[src/design/pzs_pkg.sv]
`timescale 1ns / 1ps
// ----------------------------------------------------------------------------
// pzs_pkg
// Shared types for the pairs z-score signal unit: the multiply step codes, the
// register and position codes, and the command and status bundles between the
// controller and the datapath.
// ----------------------------------------------------------------------------
package pzs_pkg;

  localparam int SIDX_W    = 3;
  localparam int PRICE_W   = 32;
  localparam int NUM_PORTS = 8;

  // One code per product taken in the per-pair update, in issue order.
  typedef enum logic [3:0] {
    OP_MF  = 4'd0,
    OP_MS  = 4'd1,
    OP_SQ1 = 4'd2,
    OP_WV1 = 4'd3,
    OP_AV1 = 4'd4,
    OP_DD  = 4'd5,
    OP_AC  = 4'd6,
    OP_WC  = 4'd7,
    OP_BX  = 4'd8,
    OP_SM  = 4'd9,
    OP_SQ2 = 4'd10,
    OP_WV2 = 4'd11,
    OP_AV2 = 4'd12
  } mop_t;

  typedef enum logic [1:0] {
    CFG_SMOOTH = 2'd0,
    CFG_FLOOR  = 2'd1,
    CFG_ENTRY  = 2'd2,
    CFG_EXIT   = 2'd3
  } cfg_idx_t;

  typedef enum logic [1:0] {
    POS_HOLD = 2'd0,
    POS_BUY  = 2'd1,
    POS_SELL = 2'd2
  } pos_t;

  typedef struct packed {
    logic              capture;
    logic              rd_mem;
    logic              rd_j;
    logic              diff;
    logic              mul_start;
    logic              mul_apply;
    logic              div_start;
    logic              div_apply;
    logic              div_z;
    logic              sqrt_start;
    logic              finish;
    mop_t              op;
    logic [SIDX_W-1:0] first;
    logic [SIDX_W-1:0] second;
    logic              last;
  } cmd_t;

  typedef struct packed {
    logic mul_busy;
    logic div_busy;
    logic sqrt_busy;
    logic out_free;
  } sts_t;

endpackage

[src/design/pzs_ctrl.sv]
`timescale 1ns / 1ps
// ----------------------------------------------------------------------------
// pzs_ctrl
// Sequencer that walks the pairs of one tick and steps the datapath through
// the multiply, divide and square root phases of each pair update.
// ----------------------------------------------------------------------------
module pzs_ctrl import pzs_pkg::*; #(
  parameter int NUM_STOCKS = 8
) (
  input  logic clk,
  input  logic rst_n,
  input  logic in_valid,
  output logic in_ready,
  input  sts_t sts,
  output cmd_t cmd,
  output logic [((NUM_STOCKS*(NUM_STOCKS-1)/2) > 1 ?
                 $clog2(NUM_STOCKS*(NUM_STOCKS-1)/2) : 1)-1:0] pair_idx
);

  localparam int PAIRS = NUM_STOCKS * (NUM_STOCKS - 1) / 2;
  localparam int KW    = (PAIRS > 1) ? $clog2(PAIRS) : 1;
  localparam logic [SIDX_W-1:0] LAST_I = SIDX_W'(NUM_STOCKS - 2);
  localparam logic [SIDX_W-1:0] LAST_J = SIDX_W'(NUM_STOCKS - 1);

  typedef enum logic [3:0] {
    S_IDLE, S_READ, S_READJ, S_DIFF, S_MUL, S_MWAIT, S_POST,
    S_DIV, S_DWAIT, S_DPOST, S_SQRT, S_SWAIT, S_FINISH
  } state_t;

  state_t            state_r;
  mop_t              op_r;
  logic              divz_r;
  logic [SIDX_W-1:0] i_r;
  logic [SIDX_W-1:0] j_r;
  logic [KW-1:0]     k_r;
  logic              pair_last;

  assign pair_last = (i_r == LAST_I);
  assign in_ready  = (state_r == S_IDLE);
  assign pair_idx  = k_r;

  always_comb begin
    cmd            = '0;
    cmd.op         = op_r;
    cmd.first      = i_r;
    cmd.second     = j_r;
    cmd.last       = pair_last;
    cmd.div_z      = divz_r;
    cmd.capture    = in_valid && (state_r == S_IDLE);
    cmd.rd_mem     = (state_r == S_READ);
    cmd.rd_j       = (state_r == S_READJ);
    cmd.diff       = (state_r == S_DIFF);
    cmd.mul_start  = (state_r == S_MUL);
    cmd.mul_apply  = (state_r == S_POST);
    cmd.div_start  = (state_r == S_DIV);
    cmd.div_apply  = (state_r == S_DPOST);
    cmd.sqrt_start = (state_r == S_SQRT);
    cmd.finish     = (state_r == S_FINISH) && sts.out_free;
  end

  always_ff @(posedge clk) begin
    if (!rst_n) begin
      state_r <= S_IDLE;
      op_r    <= OP_MF;
      divz_r  <= 1'b0;
      i_r     <= '0;
      j_r     <= '0;
      k_r     <= '0;
    end else begin
      unique case (state_r)
        S_IDLE: begin
          if (in_valid) begin
            i_r     <= '0;
            j_r     <= SIDX_W'(1);
            k_r     <= '0;
            state_r <= S_READ;
          end
        end
        S_READ:  state_r <= S_READJ;
        S_READJ: state_r <= S_DIFF;
        S_DIFF: begin
          op_r    <= OP_MF;
          state_r <= S_MUL;
        end
        S_MUL:   state_r <= S_MWAIT;
        S_MWAIT: begin
          if (!sts.mul_busy) state_r <= S_POST;
        end
        S_POST: begin
          if (op_r == OP_WC) begin
            divz_r  <= 1'b0;
            state_r <= S_DIV;
          end else if (op_r == OP_AV2) begin
            state_r <= S_SQRT;
          end else begin
            op_r    <= mop_t'(op_r + 4'd1);
            state_r <= S_MUL;
          end
        end
        S_DIV:   state_r <= S_DWAIT;
        S_DWAIT: begin
          if (!sts.div_busy) state_r <= S_DPOST;
        end
        S_DPOST: begin
          if (!divz_r) begin
            op_r    <= OP_BX;
            state_r <= S_MUL;
          end else begin
            state_r <= S_FINISH;
          end
        end
        S_SQRT:  state_r <= S_SWAIT;
        S_SWAIT: begin
          if (!sts.sqrt_busy) begin
            divz_r  <= 1'b1;
            state_r <= S_DIV;
          end
        end
        S_FINISH: begin
          if (sts.out_free) begin
            k_r <= k_r + KW'(1);
            if (pair_last) begin
              state_r <= S_IDLE;
            end else begin
              if (j_r == LAST_J) begin
                i_r <= i_r + SIDX_W'(1);
                j_r <= i_r + SIDX_W'(2);
              end else begin
                j_r <= j_r + SIDX_W'(1);
              end
              state_r <= S_READ;
            end
          end
        end
        default: state_r <= S_IDLE;
      endcase
    end
  end

endmodule

[config.mk]
export PLATFORM = sky130hd
export DESIGN_NAME = pzs_ctrl
export DESIGN_NICKNAME = d
export VERILOG_FILES = /design/src/design/pzs_pkg.sv /design/src/design/pzs_ctrl.sv
export SDC_FILE = /design/constraint.sdc
export NUM_CORES = 1
export LEC_CHECK = 0
export ABC_AREA = 1
export BUFFER_PORTS_ARGS = -buffer_cell sky130_fd_sc_hd__buf_2
export CAP_MARGIN = 20
export CORE_MARGIN = 10
export CORE_UTILIZATION = 53
export CTS_CLUSTER_DIAMETER = 50
export CTS_CLUSTER_SIZE = 28
export DETAILED_ROUTE_END_ITERATION = 12
export HOLD_SLACK_MARGIN = 0.12
export MAX_ROUTING_LAYER = met4
export PLACE_DENSITY = 0.79
export SLEW_MARGIN = 20
export SYNTH_ARGS = -nofsm -noshare
export SYNTH_HDL_FRONTEND = slang
export SYNTH_SLANG_ARGS = --single-unit
export TNS_END_PERCENT = 20
[constraint.sdc]
create_clock -name clk -period 2.1 [get_ports clk]
set_clock_uncertainty 0.15 [all_clocks]
set_input_delay 0.42 -clock clk [delete_from_list [all_inputs] [get_ports clk]]
set_output_delay 0.42 -clock clk [all_outputs]
set_load 0.02 [all_outputs]
==> results.md, run 1 <==
* Syn Nets at around 230
* Avg WL per Cell at 12.3 um
* Worst hold slack at 0.244 ns
* Clk sinks at 20
* Num CTS Buffers at 3
* Antenna violations before repair at 0
* Design area at 1660 sq um
* GR peak layer: met2
* First-pass GRT wire length at 5780 um
* GR Overflow Total at 0
* Ys async rst share at 0%
* Commonest cells post-synth: nand2_1 (45), nor2_1 (31), inv_1 (22)
* Synthesized area per cell at 6.68 sq um
* GRT Total Usage at 13.4%
* TritonCTS clock tree: done
* M2 GR Usage at 22.0%
* Yosys cell types at 27
* DRC at 0
* Placer Congestion at between 0.9 and 1
* Max Slew Vio Count at 0
* Via density per instance at 5.20
* Clk pin slew, worst setup/hold paths at around 0.12 ns
* Endpoints failing hold at 0
* Startpoint Class: flop
* Pleak at 0.887 nW
* Yosys Warn Count at 0
* Number of flops mapped to enable cells by yosys at 0
* Synth area leader: dfxtp_1
* ANT cells at 0
* # rows at 18
* Final period util at a little over nine tenths
* Skew-Pair Late Insertion Delay at 0.30 ns
* Max-Cap Viols at 0
* Pwr Density at 583 nW/um^2
* Nets at 263
* Worst Tran Pin Value at ~0.42 ns
* Placed Instances at 272
* RR Startpoint: state_r[0]
* Height of the die at 71.6 um
* DRT Pass-1 Iters at 7
* Hold depth at 3
* Met3 usage at 3.03%
* Min Clock Period, post-route at 2.00 ns
* Top cell type's share of synthesized area at between 20% and 30%
* Count leader, synth: nand2_1
* Vias in the first global route at 1,370
* Register area share after synthesis at between 20% and 30%
* Power Total at ~960 uW
* Share of cells above drive strength 1 at a little over a quarter
* Clock buffer depth at 2
* FF-to-FF path depth at 7
* Setup violations, final at 0
* Final antenna-violating net count at 0
* # IOs at 35
* Crit path max fanout at 6
* Root Buffer Master: clkbuf_4
* Slew margin rel. at 71.9%
* Final WL at 3410 um
* FF+latch count, synth at 20
* Status: completed
* Port-buffer cells at 34
* Die Span X at 71.6 um
* DRT iter0 DRCs at 144
* Layout area overhead at 17.4%
* Largest net degree at the start of global routing at 15
* Hpwl dp at approximately 2700 um
* Initial Util at 56.4%
* Vias at 1,445
* Setup_tns at 0 ns
* Post-synthesis cell area at 1410 sq um
* Critical Path Start: state_r[1]
* Kind of critical path: reg2out
* Placed cell areas at ~1600 sq um
* Most used DFF post-synth: dfxtp_1
* Finished Layout Cells at around 280
* Setup crit end kind: output pin
* Hold Path Class: in2reg
* Grt met1 use at 15.2%
* Core Footprint at 2500 sq um
* Highest clock rate at 0.500 GHz
* Peak VDD IR at 438 uV
* Min-delay src: rst_n
* Die area at 5120 sq um
* CP arrival at 1.43 ns
* Gate Count Post-Synth at 211
* WP data required at 1.53 ns
* Area contributors post-synth: dfxtp_1 (28%), nand2_1 (12%), nor2_1 (8.3%)
* H-tree levels at 1
[where the power goes]
group / switching, mW / internal [mW]
clock: 0.121 / 0.106
combinational: 0.206 / 0.108
sequential: 0.0247 / 0.399
total: 0.352 / 0.613
[worst max-delay path, cell delays in order (launching register included)]
cell and delay, ns:
dfxtp_1 0.48, inv_1 0.10, nor2_1 0.22, nand2_1 0.11, inv_1 0.06, buf_2 0.15
[registers in the layout, indices dropped and copies added (netlist names)]
| name | cells |
|---|---|
| divz_r | 1 |
| state_r | 4 |
| j_r | 3 |
| op_r | 4 |
| pair_idx | 5 |
| i_r | 3 |
[stage by stage]
step | util, % | setup slack [ns]
2_1_floorplan | - | 0.476
3_3_place_gp | 64.0 | 0.427
3_5_place_dp | 64.0 | 0.410
4_1_cts | 65.4 | 0.0636
5_1_grt | 66.2 | -0.0169
6_report | 66.2 | 0.100
[cell usage in the layout, fill, tap and decap left out, drive strengths merged]
| master | count |
|---|---|
| nor3 | 1 |
| ha | 7 |
| clkbuf | 4 |
| nand2 | 54 |
| o21ai | 10 |
| buf | 36 |
| nand4 | 2 |
| nand3b | 1 |
| xnor2 | 2 |
| clkinv | 1 |
| inv | 25 |
| nor2 | 38 |
| xor2 | 5 |
| dfxtp | 20 |
| nand3 | 25 |
| a21oi | 16 |
| o21a | 1 |
[kinds of logic after synthesis]
kind of cell | share of synthesized area, %
adders and majority gates | 6.21
and+or+nand+nor | 42.7
buffers and inverters | 8.34
DFF | 28.4
AOI/OAI and AO/OA | 10.0
xor gates and xnor gates | 4.35
[final timing paths]
kind / end / slack, ns
min reg2reg: divz_r / 0.35
max reg2reg: op_r[1] / 0.43
min: j_r[2] / 0.24
max: cmd[19] / 0.1
[what timing repair did]
action / CTS / global route
buffers inserted: 0 / 2
hold buffers: 0 / 0
setup endpoints to repair: 0 / 2
gates resized for setup: 0 / 3
[layout make-up]
type / instances / area (sq um)
clock buffer: 4 / 36.3
fill: 272 / 845
inverter: 26 / 98.8
multi-input combinational: 162 / 895
sequential: 20 / 403
tap: 30 / 37.5
timing repair buffer: 36 / 185
[layer usage]
metal / up-vias / wire length, um / share of wire (%)
met2: 48 / 1620 / 47
met1: 643 / 1540 / 45
met3: 4 / 218 / 6.4
met4: 0 / 38 / 1.1
met5: - / 0 / 0
li1: 750 / - / -
(Power assumes the default switching activity.)
==> run 2, diff against run 1 <==
Settings changed: MAX_ROUTING_LAYER met4 to unset.
==> results.md, run 2 (same netlist as run 1, synthesis figures left out) <==
* First-pass GRT wire length at 5770 um (-0.12%)
* H-tree levels at 1 (unchanged)
* Vias in the first global route at 1,376 (+0.44%)
* Peak VDD IR at 437 uV (-0.40%)
* Highest clock rate at 0.504 GHz (+0.70%)
* Power Total at 963 uW (-0.11%)
* Share of cells above drive strength 1 at 27.4% (unchanged)
* Placed Instances at 272 (unchanged)
* Max Slew Vio Count at 0 (unchanged)
* Core Footprint at 2500 sq um (unchanged)
* Num CTS Buffers at 3 (unchanged)
* Finished Layout Cells at 278 (unchanged)
* Via density per instance at 5.20 (unchanged)
* # rows at 18 (unchanged)
* Port-buffer cells at 34 (unchanged)
* GR Overflow Total at 0 (unchanged)
* Final antenna-violating net count at 0 (unchanged)
* Nets at 263 (unchanged)
* Clock buffer depth at 2 (unchanged)
* Hpwl dp at 2710 um (unchanged)
* # IOs at 35 (unchanged)
* Die Span X at 71.6 um (unchanged)
* Endpoints failing hold at 0 (unchanged)
* Comb power frac at 32.6% (about the same)
* Slew margin rel. at 71.9% (about the same)
* Pleak at 0.887 nW (unchanged)
* Min Clock Period, post-route at 1.99 ns (-0.0140 ns)
* Final WL at 3410 um (-0.18%)
* Setup_tns at 0 ns (unchanged)
* Kind of critical path: reg2out
* ANT cells at 0 (unchanged)
* DRC at 0 (unchanged)
* DRT Pass-1 Iters at 7 (unchanged)
* Setup crit end kind: output pin
* Startpoint Class: flop
* Height of the die at 71.6 um (unchanged)
* Skew-Pair Late Insertion Delay at 0.30 ns (about the same)
* Fin util at 66.2% (unchanged)
* DRT iter0 DRCs at 156 (+8.3%)
* Placer Congestion at 0.914 (-1.7%)
* Final period util at 94.6% (-0.66 points)
* Max reg flops at 5 (unchanged)
* Initial Util at 56.4% (unchanged)
* Clk sinks at 20 (unchanged)
* Hold Path Class: in2reg
* Worst hold slack at 0.244 ns (-0.0000260 ns)
* Vias at 1,445 (unchanged)
* Layout area overhead at 17.4% (unchanged)
* Hold Buf Count CTS at 0 (unchanged)
* Commonest non-fill, non-tap cell in the layout: nand2_1
* TritonCTS clock tree: done
* Worst Tran Pin Value at 0.420 ns (-0.000570 ns)
* Switching share of total power at 36.4% (-0.072 points)
* Commonest cells after routing, fill and taps aside: nand2_1 (45), buf_2 (34), nor2_1 (30)
* Clk pin slew, worst setup/hold paths at 0.12 ns (about the same)
* Sequential share of power at 44.0% (about the same)
* Antenna violations before repair at 0 (unchanged)
* Largest net degree at the start of global routing at 15 (unchanged)
* Avg WL per Cell at 12.3 um (-0.18%)
* Psw at 351 uW (-0.31%)
* Setup violations, final at 0 (unchanged)
* CP arrival at 1.42 ns (about the same)
* GRT Total Usage at 13.0% (-0.37 points)
* Clock share of power at 23.5% (about the same)
* Max-Cap Viols at 0 (unchanged)
* Crit path max fanout at 7 (+1)
* Die area at 5120 sq um (unchanged)
* WP data required at 1.53 ns (about the same)
* Status: completed
* Pwr Density at 582 nW/um^2 (-0.11%)
* Cell-internal power at 613 uW (about the same)
* Root Buffer Master: clkbuf_4
==> run 2: cell counts in the layout (fill, tap and decap cells not counted) <==
Identical to the previous run, type by type.
==> run 2: critical path, stage by stage (launching register included) <==
cell	delay (ns)
dfxtp_1	0.40
nor2_4	0.23
buf_4	0.15
nand2_2	0.08
nor2_1	0.10
buf_2	0.17
==> run 2: metrics by stage <==
step	area, sq um	setup WS, ns
CTS	1640	0.0636
global route	1660	-0.0169
finish	1660	0.114
global placement	1600	0.427
floorplan	1410	0.476
detailed placement	1600	0.410
==> run 2: power groups by stage <==
stage	clock network [mW]	logic, mW	registers, mW
6_report	0.226	0.314	0.423
5_1_grt	0.245	0.349	0.428
4_1_cts	0.231	0.303	0.422
3_5_place_dp	0	0.301	0.431
3_3_place_gp	0	0.299	0.429
2_1_floorplan	0	0.213	0.444
==> run 2: final cells by class <==
type / instances / area, sq um
sequential: 20 / 403
tap: 30 / 37.5
clock buffer: 4 / 36.3
timing repair buffer: 36 / 185
inverter: 26 / 98.8
multi-input combinational: 162 / 895
fill: 272 / 845
==> run 2: path summary, 6_finish.rpt <==
check | startpoint | to | slack (ns) | cells after the start
min reg2reg | divz_r | divz_r | 0.35 | 1
max reg2reg | state_r[0] | op_r[1] | 0.44 | 7
min | rst_n | j_r[2] | 0.24 | 3
max | state_r[0] | cmd[21] | 0.11 | 5
==> run 2: layer usage <==
metal / part of all wire [%] / up-vias / track usage (%)
met5: 0 / - / 0
met4: 1.6 / 0 / 6.24
met3: 6.8 / 6 / 3.44
met2: 47 / 45 / 21.7
met1: 45 / 643 / 15.0
li1: - / 751 / -
==> run 2: timing repair <==
item,CTS,global route
setup endpoints to repair,0,2
setup buffers,0,2
gates resized for setup,0,3
